File: config.mk
export PLATFORM = sky130hd
export DESIGN_NAME = srp_cell
export DESIGN_NICKNAME = d
export VERILOG_FILES = /design/src/sv/srp_pkg.sv /design/src/sv/srp_cell.sv
export SDC_FILE = /design/constraint.sdc
export NUM_CORES = 1
export LEC_CHECK = 0
export ABC_AREA = 0
export BUFFER_PORTS_ARGS = -buffer_cell sky130_fd_sc_hd__buf_4
export CAP_MARGIN = 5
export CORE_MARGIN = 3
export CORE_UTILIZATION = 37
export DETAILED_ROUTE_END_ITERATION = 7
export PLACE_DENSITY = 0.89
export SYNTH_ARGS = -nofsm -noshare
export SYNTH_HDL_FRONTEND = slang
export SYNTH_SLANG_ARGS = --single-unit
export TNS_END_PERCENT = 100
File: constraint.sdc
create_clock -name clock -period 2.9 [get_ports clock]
set_input_delay 0 -clock clock [delete_from_list [all_inputs] [get_ports clock]]
set_output_delay 0 -clock clock [all_outputs]
set_load 0.02 [all_outputs]
File: src/sv/srp_pkg.sv
// Types and constants of the shelf rectangle packer.
`timescale 1ns / 1ps
package srp_pkg;
   localparam int DIM_W   = 13;
   localparam int TAG_W   = 6;
   localparam int PAD_W   = 4;
   localparam int POS_W   = 12;
   localparam int ACC_W   = 16;
   localparam int IDX_W   = 2;

   localparam logic [IDX_W-1:0] REG_START_SIZE = 2'd0;
   localparam logic [IDX_W-1:0] REG_MAX_SIZE   = 2'd1;
   localparam logic [IDX_W-1:0] REG_PAD_PIXELS = 2'd2;

   localparam logic [DIM_W-1:0] START_SIZE_RESET = 13'd512;
   localparam logic [DIM_W-1:0] MAX_SIZE_RESET   = 13'd4096;
   localparam logic [PAD_W-1:0] PAD_RESET        = 4'd1;

   typedef struct packed {
      logic [DIM_W-1:0] width;
      logic [DIM_W-1:0] height;
      logic [TAG_W-1:0] tag;
   } rect_type;

   typedef enum logic [1:0] {
      CELL_HOLD,
      CELL_INSERT,
      CELL_ROTATE
   } cell_mode_type;

   typedef struct packed {
      cell_mode_type mode;
      rect_type      new_rect;
   } cell_ctrl_type;

   typedef enum logic [1:0] {
      ST_LOAD,
      ST_TRY,
      ST_EMIT,
      ST_FAIL
   } state_type;
endpackage

File: src/sv/srp_cell.sv
// One cell of the sorted rectangle chain: stable insert by height and rotate.
`timescale 1ns / 1ps
module srp_cell
   import srp_pkg::*;
(
   input  logic          clock,
   input  cell_ctrl_type ctrl,
   input  logic          own_valid,
   input  rect_type      left_rect,
   input  logic          left_ins,
   input  rect_type      right_rect,
   input  logic          right_valid,
   input  rect_type      head_rect,
   output rect_type      rect,
   output logic          ins
);
   rect_type rect_ff, rect_in;

   // A new rectangle goes in front of the first strictly lower one, so equal
   // heights keep load order.
   assign ins = !own_valid || (rect_ff.height < ctrl.new_rect.height);

   always_comb begin
      rect_in = rect_ff;
      case (ctrl.mode)
         CELL_INSERT: begin
            if (left_ins) begin
               rect_in = left_rect;
            end else if (ins) begin
               rect_in = ctrl.new_rect;
            end
         end
         CELL_ROTATE: begin
            rect_in = right_valid ? right_rect : head_rect;
         end
         default: rect_in = rect_ff;
      endcase
   end

   always_ff @(posedge clock) begin
      rect_ff <= rect_in;
   end

   assign rect = rect_ff;
endmodule

# Word-level counts from Yosys, hierarchy flattened
# Cells that the tools add are included.
[word_totals] regBits=32 input_bits=134 out_inout_bits=33 wordCells=15
[classes] order_cmp=1 n_eq_ne=3 mux=4 reduce_logical=4
[op_table] op="$mux W32" n=3
[op_table] op="$pmux W32 S2" n=1
[op_table] op="$lt A13 B13 Y1" n=1
[op_table] op="$ne A3 B3 Y1 const B" n=1
[op_table] op="$eq A2 B1 Y1 const B" n=1
[op_table] op="$eq A2 B2 Y1 const B" n=1
[op_table] op="$reduce_and A2 Y1" n=1
[op_table] op="$reduce_bool A2 Y1" n=1
[op_table] op="$logic_not A1 Y1" n=1
[op_table] op="$logic_or A1 B1 Y1" n=1

# Logic depth before layout (Yosys ltp)
[logic_depth] word_depth=5 ltp_mapped=6 ltp_nobuf=6

# Worst setup path before layout
# Ideal clock, no wire load.
[synth_timing] path_type="register to register" startpoint="register rect_ff (netlist bit rect[9])" endpoint="register rect_ff (netlist bit rect[0]), enable pin" setup_ps=432 arrival_time_ps=2873 required_time_ps=2468 path_slack_ps=-405 stages_incl_launch_ff=6 n_path_buf=0 period_less_slack_ps=3305 cell_sequence="edfxtp_1 ha_1 o21a_1 o2111ai_1 o41ai_2 a21oi_1"
[synth_between] elab_chain_len=4
[synth_rtl] element="from (decl)" line_no="srp_cell.sv:17" rtl="rect_type rect_ff, rect_in;"
[synth_rtl] element="from (signal assigned)" line_no="srp_cell.sv:41" rtl="rect_ff <= rect_in;"
[synth_rtl] element="$lt A13 B13 Y1" line_no="srp_cell.sv:21" rtl="assign ins = !own_valid || (rect_ff.height < ctrl.new_rect.height);"
[synth_rtl] element="$logic_or A1 B1 Y1" line_no="srp_cell.sv:21"
[synth_rtl] element="$ne A3 B3 Y1 (no source line)"
[synth_rtl] element="$reduce_and A2 Y1 (no source line)"
# No other way between the ends.
# A chain may end at the register's enable or synchronous reset.

# Worst setup path in the final report
[layout_timing] startpoint="register rect_ff (netlist bit rect[17])" endpoint="register rect_ff (netlist bit rect[4]), enable pin"
# Same word-level chain as after synthesis.

==> impl_metrics.env <==
export IMPL_critPathSlowestCell="o41ai_2"
export IMPL_status="completed"
export IMPL_cts_tree="done"
export IMPL_clk_pin_slew_ns=0.06
export IMPL_cts_path_max_buffers=2
export IMPL_cts_repair_resized=0
export IMPL_nNetsFinal=530
export IMPL_min_path_cells=3
export IMPL_via_per_inst=5.11
export IMPL_grt_antenna_before_repair=0
export IMPL_synth_ff_type="edfxtp_1"
export IMPL_hold_end="rect[30]$_DFFE_PP_"
export IMPL_finalPower_uw=1530
export IMPL_synth_async_reset_ratio=0
export IMPL_ys_seq_area_frac=0.413
export IMPL_dp_cells=452
export IMPL_cp_max_fo=17
export IMPL_synth_nets=372
export IMPL_min_period_ns=2.08
export IMPL_portBuffers=166
export IMPL_largest_reg_flops=32
export IMPL_syn2layout_area_growth_pct=59.4
export IMPL_yosysTopAreaCell="edfxtp_1"
export IMPL_yosysWarnings=0
export IMPL_ios=167
export IMPL_place_congestion=0.793
export IMPL_hold_viol=0
export IMPL_cts_num_sinks=32
export IMPL_dr_pass1_iters=4
export IMPL_drv_cap=0
export IMPL_post_cts_buffers=0
export IMPL_grt_overflow=0
export IMPL_rr_worst_depth=6
export IMPL_ys_types=25
export IMPL_ys_top_cells_by_area="edfxtp_1 41%, mux2i_1 14%, a211oi_1 11%"
export IMPL_cp_required_ns=2.92
export IMPL_critPathLaunchType="flop"
export IMPL_ant_nets=0
export IMPL_post_route_util=0.619
export IMPL_criticalPathCategory="flop to flop"
export IMPL_regToRegEndpoint="rect[4]$_DFFE_PP_"
export IMPL_stdcell_count=460
export IMPL_vias=2352
export IMPL_drive_above_1_share=0.462
export IMPL_ys_ff_latch=32
export IMPL_track_usage=0.189
export IMPL_arrival_ns=2.10
export IMPL_cts_buffers=5
export IMPL_synth_edf_count=32
export IMPL_wirelength_um=7080
export IMPL_avgRoutedWirePerCell_um=15.4
export IMPL_fin_hold_ws_ns=0.0688
export IMPL_slowest_delay_ns=0.44
export IMPL_dieArea_um2=7270
export IMPL_grt_max_degree=67
export IMPL_drc=0
export IMPL_cts_hold_buf=0
export IMPL_slew_headroom=0.571
export IMPL_synth_top_area_share=0.413
export IMPL_hp_class="primary input to flop"
export IMPL_synth_area_um2=2320
export IMPL_max_freq_ghz=0.480
export IMPL_ir_drop_mv=0.192
export IMPL_row_count=28
export IMPL_crit_chain="ha_1 -> and4_1 -> o2111ai_1 -> o41ai_2 -> a21oi_4 -> buf_4"
export IMPL_min_period_over_period=0.718
export IMPL_antenna_cells=0
export IMPL_end_kind="flop"
export IMPL_syn_inst=226
export IMPL_initial_core_util=0.388
export IMPL_clock_latency_ns=0.28
export IMPL_root_buffer="clkbuf_8"
export IMPL_dr_first_iter_drc_count=60
export IMPL_powerDensity_nw_per_um2=413
export IMPL_core_um2=5990
export IMPL_fin_worst_skew_ns=0.00642
export IMPL_worst_pin_slew_ns=0.643
export IMPL_slew_viol_final=0
export IMPL_die_x_um=85.3
export IMPL_grt_pass1_wl_um=11000
export IMPL_r2r_setup_slack_ns=0.82
export IMPL_htreeDepth=2
export IMPL_tns_ns=0
export IMPL_rsz0062_at_grt="no"
export IMPL_grt_pass1_vias=2384
export IMPL_setup_viol=0
export IMPL_leakage_uw=0.00176
export IMPL_r2r_start="rect[17]$_DFFE_PP_"
export IMPL_worstHoldStart="left_rect[30]"
export IMPL_dp_final_hpwl_um=5520
export IMPL_die_h_um=85.3
export IMPL_syn_avg_cell_area_um2=10.3
## cell usage after synthesis (2+ instances only)
library cell,number
mux2i_1,32
buf_2,13
nor2_1,12
o21a_1,2
ha_1,12
nor2b_1,17
inv_1,13
edfxtp_1,32
buf_4,4
and2b_1,4
a211oi_1,33
a21o_1,2
a21oi_1,36
nor3b_1,2
o21ai_0,2
## power breakdown
| group | total (uW) | switching [uW] | internal (uW) |
|---|---|---|---|
| clock network | 408 | 158 | 250 |
| registers | 600 | 19.5 | 581 |
| logic | 522 | 255 | 267 |
| total | 1530 | 432 | 1100 |
## layout by cell type (no fill, tap or decap), types with 2 or more instances in the layout
cell,instances
and2b_1,4
o21a_1,2
a211oi_1,33
nor2_1,12
nor2b_1,16
mux2i_1,32
inv_1,13
a21o_1,2
clkbuf_8,5
buf_4,169
o21ai_0,2
clkinv_1,2
ha_1,12
edfxtp_1,32
a21oi_1,35
nor3b_1,2
## how the worst max path moves through the flow
stage | start | end | slack (ns) | cells past startpoint
2_1_floorplan | rect[18]$_DFFE_PP_ | rect[0]$_DFFE_PP_ | 0.23 | 5
3_5_place_dp | rect[17]$_DFFE_PP_ | rect[27]$_DFFE_PP_ | 0.82 | 6
4_1_cts | rect[17]$_DFFE_PP_ | rect[4]$_DFFE_PP_ | 0.82 | 6
5_1_grt | rect[17]$_DFFE_PP_ | rect[4]$_DFFE_PP_ | 0.69 | 6
6_report | rect[17]$_DFFE_PP_ | rect[4]$_DFFE_PP_ | 0.82 | 6
3_3_place_gp | rect[18]$_DFFE_PP_ | rect[27]$_DFFE_PP_ | 0.91 | 6
## metrics by stage
stage / worst slack, ns / instance area [um2]
2_1_floorplan: 0.226 / 2330
3_3_place_gp: 0.906 / 3600
3_5_place_dp: 0.820 / 3600
4_1_cts: 0.821 / 3710
5_1_grt: 0.687 / 3710
6_report: 0.818 / 3710
## critical path, delay by kind of cell (launching register included)
kind            cells  cell delay (ns)
compound gates      3             0.66
fa+ha+maj           1             0.31
buf+inv             1             0.22
flops               1             0.40
simple gates        1             0.23
## cells by family after synthesis
family          count (synthesis)  synth area share
simple gates                   40            0.0979
mux                            32             0.138
fa+ha+maj                      12            0.0646
xor+xnor                        1           0.00377
compound gates                 78             0.216
buf+inv                        31            0.0667
flops                          32             0.413
## per-layer routing
metal,up-vias,GRT usage,share of wire
met4,0,0.0647,0.022
li1,1177,-,-
met2,125,0.332,0.50
met5,-,0,0
met3,14,0.0621,0.10
met1,1036,0.213,0.37
## area by class of cell
class	instances	area, um2
clock inverters	3	37.5
inverters	13	48.8
repair buffers	169	1270
well taps	75	93.8
clock buffers	5	68.8
multi-input cells	163	1230
flip-flops and latches	32	961
fillers	495	2280
(Power assumes the default switching activity.)
