$ cat src/sv/srp_pkg.sv
// Types and constants of the shelf rectangle packer.
`timescale 1ns / 1ps
package srp_pkg;
   localparam int DIM_W   = 13;
   localparam int TAG_W   = 6;
   localparam int PAD_W   = 4;
   localparam int POS_W   = 12;
   localparam int ACC_W   = 16;
   localparam int IDX_W   = 2;

   localparam logic [IDX_W-1:0] REG_START_SIZE = 2'd0;
   localparam logic [IDX_W-1:0] REG_MAX_SIZE   = 2'd1;
   localparam logic [IDX_W-1:0] REG_PAD_PIXELS = 2'd2;

   localparam logic [DIM_W-1:0] START_SIZE_RESET = 13'd512;
   localparam logic [DIM_W-1:0] MAX_SIZE_RESET   = 13'd4096;
   localparam logic [PAD_W-1:0] PAD_RESET        = 4'd1;

   typedef struct packed {
      logic [DIM_W-1:0] width;
      logic [DIM_W-1:0] height;
      logic [TAG_W-1:0] tag;
   } rect_type;

   typedef enum logic [1:0] {
      CELL_HOLD,
      CELL_INSERT,
      CELL_ROTATE
   } cell_mode_type;

   typedef struct packed {
      cell_mode_type mode;
      rect_type      new_rect;
   } cell_ctrl_type;

   typedef enum logic [1:0] {
      ST_LOAD,
      ST_TRY,
      ST_EMIT,
      ST_FAIL
   } state_type;
endpackage

$ cat src/sv/srp_shelf.sv
// Next-fit shelf placement unit: one rectangle per step, sticky fit failure.
`timescale 1ns / 1ps
module srp_shelf
   import srp_pkg::*;
(
   input  logic             clock,
   input  logic             clear,
   input  logic             step,
   input  rect_type         rect,
   input  logic [PAD_W-1:0] pad,
   input  logic [ACC_W-1:0] edge_len,
   output logic [POS_W-1:0] pos_x,
   output logic [POS_W-1:0] pos_y,
   output logic             fail_now,
   output logic             fail_any
);
   logic [ACC_W-1:0] sx_ff, sx_in, sy_ff, sy_in, shelf_ff, shelf_in;
   logic             fail_ff, fail_in;
   logic [ACC_W-1:0] pad_x, w_x, h_x, wpad, nsx, nsy, nshelf;
   logic             wrap, fail_w, fail_h;

   always_comb begin
      pad_x  = ACC_W'(pad);
      w_x    = ACC_W'(rect.width);
      h_x    = ACC_W'(rect.height);
      wpad   = w_x + pad_x;
      wrap   = (sx_ff + wpad) > edge_len;
      nsx    = wrap ? pad_x : sx_ff;
      nsy    = wrap ? (sy_ff + shelf_ff + pad_x) : sy_ff;
      nshelf = wrap ? '0 : shelf_ff;
      fail_w = wrap && ((pad_x + wpad) > edge_len);
      fail_h = (nsy + h_x + pad_x) > edge_len;
      fail_now = fail_w || fail_h;
      fail_any = fail_ff || fail_now;

      sx_in    = sx_ff;
      sy_in    = sy_ff;
      shelf_in = shelf_ff;
      fail_in  = fail_ff;
      if (clear) begin
         sx_in    = pad_x;
         sy_in    = pad_x;
         shelf_in = '0;
         fail_in  = 1'b0;
      end else if (step) begin
         sx_in    = nsx + wpad;
         sy_in    = nsy;
         shelf_in = (h_x > nshelf) ? h_x : nshelf;
         fail_in  = fail_any;
      end
   end

   always_ff @(posedge clock) begin
      sx_ff    <= sx_in;
      sy_ff    <= sy_in;
      shelf_ff <= shelf_in;
      fail_ff  <= fail_in;
   end

   assign pos_x = nsx[POS_W-1:0];
   assign pos_y = nsy[POS_W-1:0];
endmodule

$ cat config.mk
export PLATFORM = sky130hd
export DESIGN_NAME = srp_shelf
export DESIGN_NICKNAME = d
export VERILOG_FILES = /design/src/sv/srp_pkg.sv /design/src/sv/srp_shelf.sv
export SDC_FILE = /design/constraint.sdc
export NUM_CORES = 1
export LEC_CHECK = 0
export BUFFER_PORTS_ARGS = -buffer_cell sky130_fd_sc_hd__buf_2
export CAP_MARGIN = 25
export CORE_ASPECT_RATIO = 1.75
export CORE_MARGIN = 2
export CORE_UTILIZATION = 45
export CTS_BUF_LIST = sky130_fd_sc_hd__clkbuf_4
export DETAILED_ROUTE_END_ITERATION = 6
export GPL_TIMING_DRIVEN = 0
export SKIP_CTS_REPAIR_TIMING = 1
export SYNTH_ARGS = -nofsm -noshare
export SYNTH_HDL_FRONTEND = slang
export SYNTH_SLANG_ARGS = --single-unit
$ cat constraint.sdc
create_clock -name clock -period 9.8 [get_ports clock]
set_clock_uncertainty 0.2 [all_clocks]
set_input_delay 0.49 -clock clock [delete_from_list [all_inputs] [get_ports clock]]
set_output_delay 0.49 -clock clock [all_outputs]
set_load 0.005 [all_outputs]
======== Yosys cells after proc, flatten, opt, wreduce, memory -nomap -nowiden ========
Index checks and enable logic that the tools add are counted.
storage, ports and cells
  memories ................................ 0
  input port bits ......................... 55
  output and inout bits ................... 26
  memory bits (read-only) ................. 0
  word-level logic and storage cells ...... 30
  bits in registers ....................... 49
  latch bits .............................. 0
  RAM bits ................................ 0
cells by class
  bitwise gates (word level) .............. 0
  mux-type cells .......................... 8
  shift operators ......................... 0
  div/mod/pow operators ................... 0
  multipliers ............................. 0
  add/subtract/negate cells ............... 8
  reductions and logical operators ........ 4
  $lt $le $gt $ge ......................... 4
  equal/unequal tests ..................... 0
operators with widths
  kind                                      count
  2-to-1 mux 16 bit                         4
  adder 16 x 14 -> 16 bit                   2
  adder 16 x 4 -> 16 bit                    2
  greater-than comparator 16 bit            2
  adder 16 x 13 -> 16 bit                   1
  adder 16 bit                              1
  greater-than comparator 13 x 16 -> 1 bit  1
  greater-than comparator 15 x 16 -> 1 bit  1
  2-to-1 mux 4 bit                          4
  adder 4 x 14 -> 15 bit                    1
  adder 13 x 4 -> 14 bit                    1
  logical OR 1 bit                          2
  nonzero test 2 bit                        1
  logical AND 1 bit                         1

======== Depth between registers and ports, before layout ========
Gate-level depths: netlist of run 1.
  word-level depth ........................ 9
  gate-level depth with buffers ........... 43
  gate-level depth less buffers ........... 40

======== Worst setup path after synthesis of run 1 ========
OpenSTA, ideal clock, no wires.
  kind .................................... input port to output port
  start ................................... input rect[19] (netlist name)
  end ..................................... output fail_now
  data arrival time ....................... 8.264 ns
  stages on the path ...................... 40
  path buffers ............................ 2
  slack ................................... 0.846 ns
  data required time ...................... 9.110 ns
  cell sequence ........................... ha_1 inv_1 fa_1 nor2b_1 o21ai_1 a21oi_1 nand2b_1 inv_1 ha_1 a21oi_1 o21ai_1 o311ai_0 a31oi_1 o211a_1 o21ai_1 xnor2_1 ha_1 nand4_1 [4 not listed] clkbuf_1 buf_4 o21ai_0 fa_1 fa_1 a21oi_1 o21a_1 o21ai_0 and3_1 a311o_1 a211oi_1 a21oi_1 ha_1 a21oi_1 o21ai_0 a21o_1 a221oi_1 o21ai_0
on the way
  cells in the longest elaborated chain, start to end .. 8
  elaborated cells on any way between the ends .. 11
  those cells by class .................... add/sub (5); order compare (3); mux (1); reduce/logical (2)
RTL lines
  what                            RTL line         RTL
  start, declared                 srp_shelf.sv:9   input rect_type rect,
  adder 13 x 4 -> 14 bit          srp_shelf.sv:26  wpad = w_x + pad_x;
  adder 16 x 14 -> 16 bit         srp_shelf.sv:27  wrap = (sx_ff + wpad) > edge_len;
  greater-than comparator 16 bit  srp_shelf.sv:27
  2-to-1 mux 16 bit               srp_shelf.sv:29  nsy = wrap ? (sy_ff + shelf_ff + pad_x) : sy_ff;
  via nsy[2]                      srp_shelf.sv:19  logic [ACC_W-1:0] pad_x, w_x, h_x, wpad, nsx, nsy, nshelf;
  adder 16 x 13 -> 16 bit         srp_shelf.sv:32  fail_h = (nsy + h_x + pad_x) > edge_len;
  adder 16 x 4 -> 16 bit          srp_shelf.sv:32
  greater-than comparator 16 bit  srp_shelf.sv:32
  logical OR 1 bit                srp_shelf.sv:33  fail_now = fail_w || fail_h;
  end, declared                   srp_shelf.sv:14  output logic fail_now,
The timed path passes the listed nets, and every way through them passes these cells.

======== Worst setup path in the final report of run 1 ========
  start ................................... input pad[0]
  end ..................................... output fail_any
on the way
  cells in the longest elaborated chain, start to end .. 9
  elaborated cells on any way between the ends .. 13
  those cells by class .................... add/sub (6); order compare (3); mux (1); reduce/logical (3)
RTL lines
  what                            RTL line         RTL
  start, declared                 srp_shelf.sv:10  input logic [PAD_W-1:0] pad,
  adder 13 x 4 -> 14 bit          srp_shelf.sv:26
  adder 16 x 14 -> 16 bit         srp_shelf.sv:27
  greater-than comparator 16 bit  srp_shelf.sv:27
  2-to-1 mux 16 bit               srp_shelf.sv:29
  adder 16 x 13 -> 16 bit         srp_shelf.sv:32
  adder 16 x 4 -> 16 bit          srp_shelf.sv:32
  greater-than comparator 16 bit  srp_shelf.sv:32
  logical OR 1 bit (*)            srp_shelf.sv:33
  logical OR 1 bit (*)            srp_shelf.sv:34  fail_any = fail_ff || fail_now;
  end, declared                   srp_shelf.sv:15  output logic fail_any
Every way passes the cells marked *; elsewhere a longest branch is shown, timed or not.

==> results.tsv, run 1 <==
stage	metric	value	unit
status	status	complete, no violations	
clock_tree	worstSkewPairLatency	410	ps
placement	post-place-cells	1151	
synth	synth-seq-area-share	14.7	%
worst_setup_path	crit_slowest_cell	sky130_fd_sc_hd__fa_1	
sta	hold_slack	112	ps
detailed_routing	firstDrtPassIters	4	
synth	synth.net_count	1103	
floorplanning	chipHeight	172	um
detailed_routing	first_iter_violations	216	
power_and_ir_drop	power_density	184	mW/mm2
synth	netlist_instances	889	
sta	final.setup.worst_slack	198	ps
sta	final.min_clock_period	9600	ps
detailed_routing	wl_per_instance	18.0	um
power_and_ir_drop	power.ir.vdd_worst	118	uV
worst_setup_path	timing.critical_path.mode_cell	sky130_fd_sc_hd__ha_1	
layout	finish.cell_count_without_fillers	1182	
worst_setup_path	critPathArrivalTime	8910	ps
layout	share_of_post_route_cells_with_drive_strength_above_1	21.0	%
synth	yosys.area.top_type	sky130_fd_sc_hd__ha_1	
detailed_routing	detailed_route_wire_length	21.3	mm
clock_tree	htree_levels	2	
synth	yosys-top-cells-area	sky130_fd_sc_hd__ha_1 25%, sky130_fd_sc_hd__dfxtp_1 11%, sky130_fd_sc_hd__xnor2_1 5.6%	
placement	buffer_ports.inserted	73	
detailed_routing	drcViolationCount	0	
floorplanning	boundaryPins	81	
global_route	grt_overflow	0	
detailed_routing	routed-via-count	6714	
synth	number_of_flops_mapped_to_enable_cells_by_yosys	8	
worst_setup_path	highest_cell_delay_on_the_worst_timing_path	490	ps
synth	synth_commonest_cells	145 x sky130_fd_sc_hd__ha_1, 99 x sky130_fd_sc_hd__nand2_1, 65 x sky130_fd_sc_hd__a21oi_1, 63 x sky130_fd_sc_hd__inv_1, 50 x sky130_fd_sc_hd__nor2_1	
synth	ys.flop_type	sky130_fd_sc_hd__dfxtp_1	
sta	slew_headroom	45.3	%
floorplanning	fp.dieW	99.8	um
sta	highest_clock_rate	104	MHz
floorplanning	core_area	0.0158	mm2
sta	hold_violations	0	
clock_tree	cts_sinks	49	
synth	synth_warnings	0	
worst_setup_path	timing.setup.critical_path_class	in -> out	
layout	area_growth_syn_to_layout	18.1	%
global_route	antenna_violations_before_repair	1	
worst_setup_path	type_of_element_capturing_the_critical_path	primary output	
worst_setup_path	worst_ep_required_time	9110	ps
layout	layout.nets	1205	
power_and_ir_drop	total_leakage_power	4.18	nW
layout	final_util	54.0	%
placement	place_hpwl	17.4	mm
synth	yosysMostFrequentCell	sky130_fd_sc_hd__ha_1	
clock_tree	clk_pin_slew_worst_paths	180	ps
floorplanning	design.die.area	0.0171	mm2
synth	synth.lib_cells_used.distinct	71	
detailed_routing	viasPerCell	5.68	
global_route	global_route.usage.total	23.9	%
sta	timing_worst_slew_pin_value	815	ps
clock_tree	number_of_cts_inserted_buffers	5	
synth	asyncSetResetFlopFracSynth	0	%
placement	cell_area_placed	0.00783	mm2
floorplanning	rows	61	
global_route	first_pass_grt_wire_length	31.8	mm
global_route	grt_start_max_net_pins	16	
sta	fin_crit_sh	98.0	%
worst_setup_path	largest_fanout_on_the_critical_path	9	
clock_tree	clockRootBuffer	sky130_fd_sc_hd__clkbuf_4	
run	maxCapViolations	0	
clock_tree	cts_buffer_depth	2	
detailed_routing	antenna_violating_nets_post_route	0	
sta	aggregate_negative_setup_slack	0	ps
layout	design_area	0.00853	mm2
min_path	holdCritPathClass	in -> reg	
floorplanning	initial_core_util	45.7	%
synth	synth-seq-cells	49	
synth	synth_area_per_cell	8.13	um2
synth	mappedNetlistArea	0.00722	mm2
worst_setup_path	startpoint_type	input pin	
synth	netlist.area_leader.share	25.1	%
power_and_ir_drop	totalPowerFinal	1.57	mW
placement	post-place-ws	-1670	ps
sta	finalSetupViolCount	0	
worst_setup_path	crit_start	pad[0]	
sta	slew_viol_final	0	
placement	gp_congestion	0.895	
worst_setup_path	reg2reg_from	sx_ff[0]	
clock_tree	cts_tree	yes	
min_path	timing.hold.worst.start	rect[13]	
global_route	grt_pass1_vias	6400	
[placed cells by master (no fill, tap or decap), types with 12 or more instances in the layout]
cell type	instances
sky130_fd_sc_hd__a21oi_1	60
sky130_fd_sc_hd__nor3_1	12
sky130_fd_sc_hd__inv_1	58
sky130_fd_sc_hd__ha_1	134
sky130_fd_sc_hd__o21ai_0	28
sky130_fd_sc_hd__nand2b_1	16
sky130_fd_sc_hd__a22o_1	14
sky130_fd_sc_hd__dfxtp_1	41
sky130_fd_sc_hd__buf_4	36
sky130_fd_sc_hd__nor2b_1	17
sky130_fd_sc_hd__nor2_1	46
sky130_fd_sc_hd__a21o_1	24
sky130_fd_sc_hd__buf_2	74
sky130_fd_sc_hd__nand4_1	16
sky130_fd_sc_hd__xor2_1	21
sky130_fd_sc_hd__o21a_1	13
sky130_fd_sc_hd__xnor2_1	39
sky130_fd_sc_hd__nand3_1	16
sky130_fd_sc_hd__nand2_1	99
sky130_fd_sc_hd__and3_1	19
[final cells by class]
type,count,area (um2)
antenna,1,2.50
buffer,31,193
clock buffer,6,45.0
clock inverter,2,13.8
fill,1547,7270
inverter,63,240
multi-input combinational,746,6200
sequential,49,1060
tap,189,236
timing repair buffer,95,539
[critical path, delay by kind of cell]
family,cells,cell delay (ps)
AND/OR/NAND/NOR,8,1180
buffers and inverters,7,870
AO/OA/AOI/OAI,19,3470
adder cells (fa/ha/maj),8,2600
XOR/XNOR,1,80
multiplexers,1,210
[registers in the layout, indices dropped and copies added (netlist names)]
| name | flops |
|---|---|
| sy_ff | 16 |
| shelf_ff | 16 |
| sx_ff | 16 |
| fail_ff | 1 |
[worst paths after layout]
| path | end | depth (start not counted) | slack [ps] |
|---|---|---|---|
| setup reg to reg | fail_ff | 38 | 1750 |
| hold reg to reg | sy_ff[5] | 2 | 290 |
| setup / recovery | fail_any | 44 | 200 |
| hold / removal | shelf_ff[7] | 2 | 110 |
[report_power, final]
part	internal, mW	total [mW]	switching, mW	leakage (nW)
clock network	0.0317	0.113	0.0812	0.0361
registers	0.242	0.274	0.0321	0.416
logic	0.535	1.19	0.650	3.73
total	0.808	1.57	0.763	4.18
[metal layers]
layer / up-vias / track usage (%) / part of all wire, %
met5: - / 0 / 0
met4: 0 / 13.2 / 5.8
li1: 3387 / - / -
met2: 125 / 46.4 / 55
met1: 3148 / 25.0 / 38
met3: 54 / 1.38 / 1.7
[logic make-up after synthesis]
logic type / synth area share (%)
flops: 14.7
buf+inv: 5.72
mux: 1.87
xor+xnor: 8.25
fa+ha+maj: 29.0
other cells: 0.0519
simple gates: 19.7
compound gates: 20.7
No activity file was read; power rests on OpenSTA's default activity.
==> run 2, diff against run 1 <==
Settings changed: PLACE_DENSITY set to 0.73.
==> run 2 against run 1 <==
  * Critical path type unchanged
  * Die area unchanged
  * Via count rose by 2.5%
  * Worst setup slack gained 150 ps
  * Final area shrank 0.35%
  * Highest routed layer unchanged
  * Count of clock-buffer cells in the layout stayed put
  * Global-route usage decreased by 0.72 points
  * Final cell count is 0.17% lower
  * Critical endpoint unchanged
  * Fmax rose by 1.6%
  * Flip-flop and latch count unchanged
  * First-iteration DRC count is 35% higher
==> results.tsv, run 2 (synthesis results as in run 1) <==
stage	metric	value	unit
worst_setup_path	highest_cell_delay_on_the_worst_timing_path	450	ps
detailed_routing	routed-via-count	6882	
power_and_ir_drop	power_density	183	mW/mm2
layout	layout.nets	1203	
worst_setup_path	reg2regPathDepth	38	
placement	buffer_ports.inserted	73	
clock_tree	worstSkewPairLatency	410	ps
worst_setup_path	worst_setup_path_endpoint	fail_any	
worst_setup_path	timing.reg2reg.setup_slack	1830	ps
worst_setup_path	critPathArrivalTime	8760	ps
worst_setup_path	crit_slowest_cell	sky130_fd_sc_hd__fa_2	
sta	slew_headroom	49.9	%
worst_setup_path	largest_fanout_on_the_critical_path	10	
sta	final.min_clock_period	9450	ps
global_route	grt_pass1_vias	6643	
status	status	complete, no violations	
power_and_ir_drop	total_leakage_power	4.19	nW
run	maxCapViolations	0	
global_route	grt_overflow	0	
sta	final.setup.worst_slack	345	ps
sta	timing_worst_slew_pin_value	752	ps
min_path	holdCritPathClass	in -> reg	
placement	cell_area_placed	0.00783	mm2
floorplanning	boundaryPins	81	
floorplanning	core_area	0.0158	mm2
detailed_routing	viasPerCell	5.83	
layout	registers_with_the_most_flip_flops	shelf_ff: 16 flops, sx_ff: 16 flops, sy_ff: 16 flops	
detailed_routing	firstDrtPassIters	6	
layout	most_common_library_cell_in_the_layout_ignoring_fill_and_taps	sky130_fd_sc_hd__ha_1	
detailed_routing	antenna_violating_nets_post_route	0	
sta	aggregate_negative_setup_slack	0	ps
sta	hold_violations	0	
sta	finalSetupViolCount	0	
sta	slew_viol_final	0	
layout	design_area	0.00850	mm2
placement	post-place-ws	-1490	ps
global_route	global_route.usage.total	23.2	%
power_and_ir_drop	power.ir.vdd_worst	109	uV
layout	area_growth_syn_to_layout	17.7	%
clock_tree	clockRootBuffer	sky130_fd_sc_hd__clkbuf_4	
layout	share_of_post_route_cells_with_drive_strength_above_1	20.1	%
detailed_routing	first_iter_violations	291	
worst_setup_path	type_of_element_capturing_the_critical_path	primary output	
sta	highest_clock_rate	106	MHz
worst_setup_path	critical_path.reg2reg.endpoint	fail_ff	
worst_setup_path	reg2reg_from	sx_ff[0]	
floorplanning	initial_core_util	45.7	%
placement	post-place-cells	1151	
placement	gp_congestion	0.897	
worst_setup_path	startpoint_type	input pin	
detailed_routing	wl_per_instance	17.5	um
clock_tree	number_of_cts_inserted_buffers	5	
detailed_routing	detailed_route_wire_length	20.7	mm
worst_setup_path	crit_start	pad[0]	
layout	most_frequent_cells_in_the_layout	137 x sky130_fd_sc_hd__ha_1, 98 x sky130_fd_sc_hd__nand2_1, 75 x sky130_fd_sc_hd__buf_2, 61 x sky130_fd_sc_hd__inv_1, 58 x sky130_fd_sc_hd__a21oi_1	
layout	num-fill-cells	1489	
sta	fin_crit_sh	96.5	%
clock_tree	htree_levels	2	
clock_tree	cts_tree	yes	
layout	finish.cell_count_without_fillers	1180	
global_route	grt_start_max_net_pins	16	
floorplanning	design.die.area	0.0171	mm2
clock_tree	clk_pin_slew_worst_paths	180	ps
floorplanning	fp.dieW	99.8	um
global_route	antenna_violations_before_repair	1	
global_route	first_pass_grt_wire_length	31.6	mm
worst_setup_path	worst_ep_required_time	9110	ps
clock_tree	cts_sinks	49	
clock_tree	cts_buffer_depth	2	
worst_setup_path	timing.setup.critical_path_class	in -> out	
floorplanning	chipHeight	172	um
placement	place_hpwl	16.9	mm
detailed_routing	drcViolationCount	0	
floorplanning	rows	61	
-- run 2: cell types whose count changed in the layout (fill, tap and decap cells not counted), sizes merged --
cell	before	now
buf	114	113
clkbuf	18	17
clkinv	1	0
inv	63	64
-- run 2: critical path: cells and delay by family --
kind	cells	cell delay, ps
xor+xnor	1	90
buf+inv	7	940
fa+ha+maj	8	2420
simple gates	7	1070
compound gates	22	3740
-- run 2: worst min path at each step --
stage	start	to	slack (ps)	cells after the start
finish	rect[15]	shelf_ff[9]	130	2
CTS	rect[14]	shelf_ff[8]	110	2
global placement	fail_ff	fail_ff	240	2
global route	rect[14]	shelf_ff[8]	120	2
floorplan	fail_ff	fail_ff	230	2
detailed placement	fail_ff	fail_ff	260	2
-- run 2: layout make-up --
| class | instances | area, um2 | share of cell area, % |
|---|---|---|---|
| clock inverters | 2 | 13.8 | 0.162 |
| multi-input cells | 746 | 6190 | 72.9 |
| clock buffers | 6 | 45.0 | 0.530 |
| diodes | 1 | 2.50 | 0.0294 |
| inverters | 63 | 236 | 2.78 |
| well taps | 189 | 236 | 2.78 |
| flip-flops and latches | 49 | 1060 | 12.5 |
| plain buffers | 31 | 185 | 2.18 |
| repair buffers | 93 | 526 | 6.18 |
-- run 2: through the flow --
step           utilization (%)  total power, mW  hold WS [ps]
2_1_floorplan                -             1.06           233
5_1_grt                   53.8             1.70           120
4_1_cts                   49.9             1.45           109
6_report                  53.8             1.56           125
3_3_place_gp              49.5             1.31           244
3_5_place_dp              49.5             1.34           258
-- run 2: per-layer routing --
metal  GRT usage (%)  part of all wire [%]
met1            23.6                    37
met2            45.4                    55
met3            2.19                   3.2
met4            12.2                   4.8
met5               0                     0
-- run 2: power by group --
part	leakage, nW	internal (mW)	switching [mW]
Sequential	0.416	0.242	0.0314
Clock	0.0322	0.0312	0.0790
Combinational	3.75	0.524	0.652
Total	4.19	0.797	0.762
==> run 3, diff against run 2 <==
Settings changed: CORE_UTILIZATION 45 to 40, GPL_TIMING_DRIVEN 0 to unset, PLACE_DENSITY 0.73 to 0.67.
==> run 3 against run 2 <==
  * Combinational power fell by 3%
  * Sequential power barely moved
  * Die area rose by 12%
  * Critical path depth rose by 1
  * Global-route usage fell by 2.1 points
  * Final cell count rose by 3.7%
  * Critical endpoint unchanged
  * Largest cell class unchanged
  * Largest power group unchanged
==> results.tsv, run 3 (synthesis results as in run 1) <==
stage	metric	value	unit
sta	finalSetupViolCount	0	
sta	final.min_clock_period	9360	ps
clock_tree	cts_buffer_depth	2	
power_and_ir_drop	p_clk_share	6.8	%
status	status	complete, no violations	
clock_tree	cts_sinks	49	
placement	buffer_ports.inserted	74	
layout	share_of_post_route_cells_with_drive_strength_above_1	17.8	%
worst_setup_path	crit_slowest_cell	sky130_fd_sc_hd__fa_1	
floorplanning	rows	65	
floorplanning	design.die.area	0.0192	mm2
worst_setup_path	type_of_element_capturing_the_critical_path	primary output	
sta	aggregate_negative_setup_slack	0	ps
sta	fin_crit_sh	95.5	%
layout	area_growth_syn_to_layout	14.6	%
worst_setup_path	timing.critical_path.mode_cell	sky130_fd_sc_hd__buf_4	
power_and_ir_drop	power.ir.vdd_worst	107	uV
power_and_ir_drop	total_switching_power	0.729	mW
detailed_routing	antenna_violating_nets_post_route	0	
floorplanning	core_area	0.0179	mm2
placement	place_hpwl	17.0	mm
worst_setup_path	critPathArrivalTime	8670	ps
global_route	top_usage_layer	met2	
sta	slew_headroom	50.1	%
placement	post-place-cells	1215	
layout	layout.nets	1203	
power_and_ir_drop	power.share.sequential	17.9	%
sta	hold_violations	0	
global_route	use_met3	1.36	%
clock_tree	worstSkewPairLatency	400	ps
floorplanning	fp.dieW	106	um
power_and_ir_drop	total_leakage_power	4.16	nW
global_route	global_route.usage.total	21.1	%
run	maxCapViolations	0	
detailed_routing	first_iter_violations	318	
global_route	first_pass_grt_wire_length	32.4	mm
power_and_ir_drop	power_density	183	mW/mm2
worst_setup_path	largest_fanout_on_the_critical_path	3	
power_and_ir_drop	totalPowerFinal	1.51	mW
floorplanning	boundaryPins	81	
sta	final.setup.worst_slack	439	ps
global_route	antenna_violations_before_repair	1	
detailed_routing	drcViolationCount	0	
sta	highest_clock_rate	107	MHz
layout	registers_with_the_most_flip_flops	shelf_ff: 16 flops, sx_ff: 16 flops, sy_ff: 16 flops	
clock_tree	htree_levels	2	
min_path	holdCritPathClass	in -> reg	
clock_tree	cts_tree	yes	
detailed_routing	firstDrtPassIters	7	
detailed_routing	routed-via-count	6784	
clock_tree	clockRootBuffer	sky130_fd_sc_hd__clkbuf_4	
placement	gp_congestion	0.925	
clock_tree	clk_pin_slew_worst_paths	160	ps
worst_setup_path	worst_ep_required_time	9110	ps
sta	timing_worst_slew_pin_value	749	ps
global_route	global_route.usage.met1	22.0	%
detailed_routing	detailed_route_wire_length	20.3	mm
global_route	grt_use_met2	42.4	%
layout	finish.cell_count_without_fillers	1224	
layout	most_common_library_cell_in_the_layout_ignoring_fill_and_taps	sky130_fd_sc_hd__ha_1	
global_route	grt_overflow	0	
layout	most_frequent_cells_in_the_layout	143 x sky130_fd_sc_hd__ha_1, 99 x sky130_fd_sc_hd__nand2_1, 74 x sky130_fd_sc_hd__buf_2, 63 x sky130_fd_sc_hd__a21oi_1, 63 x sky130_fd_sc_hd__inv_1	
floorplanning	chipHeight	182	um
power_and_ir_drop	pwr-share-comb	75.2	%
detailed_routing	wl_per_instance	16.6	um
clock_tree	number_of_cts_inserted_buffers	5	
worst_setup_path	timing.setup.critical_path_class	in -> out	
worst_setup_path	highest_cell_delay_on_the_worst_timing_path	480	ps
sta	slew_viol_final	0	
power_and_ir_drop	cellInternalPower	0.784	mW
worst_setup_path	startpoint_type	input pin	
global_route	grt_pass1_vias	6716	
global_route	grt_start_max_net_pins	32	
detailed_routing	viasPerCell	5.54	
worst_setup_path	timing.reg2reg.setup_slack	2000	ps
floorplanning	initial_core_util	40.4	%
power_and_ir_drop	switching_share	48.2	%
placement	post-place-ws	-63.5	ps
layout	final_util	46.3	%
[run 3: power by group through the flow]
stage / clock, mW / sequential [mW] / combinational (mW)
floorplan: 0 / 0.264 / 0.799
global placement: 0 / 0.274 / 1.08
detailed placement: 0 / 0.274 / 1.10
CTS: 0.105 / 0.270 / 1.11
global route: 0.112 / 0.275 / 1.28
finish: 0.103 / 0.272 / 1.14
[run 3: cell type report]
| cell class | count | area [um2] |
|---|---|---|
| fill | 1823 | 9620 |
| multi-input combinational | 746 | 5890 |
| sequential | 49 | 1060 |
| timing repair buffer | 124 | 746 |
| tap | 234 | 293 |
| inverter | 63 | 236 |
| clock buffer | 5 | 37.5 |
| clock inverter | 2 | 10.0 |
| antenna | 1 | 2.50 |
[run 3: through the flow]
stage | instance area, um2 | hold WS [ps]
global placement | 8080 | 247
floorplan | 7220 | 233
finish | 8280 | 148
detailed placement | 8080 | 255
CTS | 8130 | 137
global route | 8280 | 137
[run 3: path summary, 6_finish.rpt]
path	startpoint	endpoint	cells past startpoint
hold / removal	rect[14]	shelf_ff[8]	2
setup / recovery	rect[19]	fail_any	46
hold reg to reg	sy_ff[8]	sy_ff[8]	2
setup reg to reg	sx_ff[0]	fail_ff	36
[run 3: worst max-delay path, delay by kind of cell]
kind            cells  cell delay (ps)
buf+inv            10             1290
mux                 1              140
xor+xnor            3              470
compound gates     12             2030
simple gates       12             1760
fa+ha+maj           8             2500
[run 3: per-layer routing]
layer / routed length [um] / up-vias
li1: - / 3391
met5: 0 / -
met4: 875 / 0
met3: 612 / 52
met1: 7670 / 3168
met2: 11200 / 173
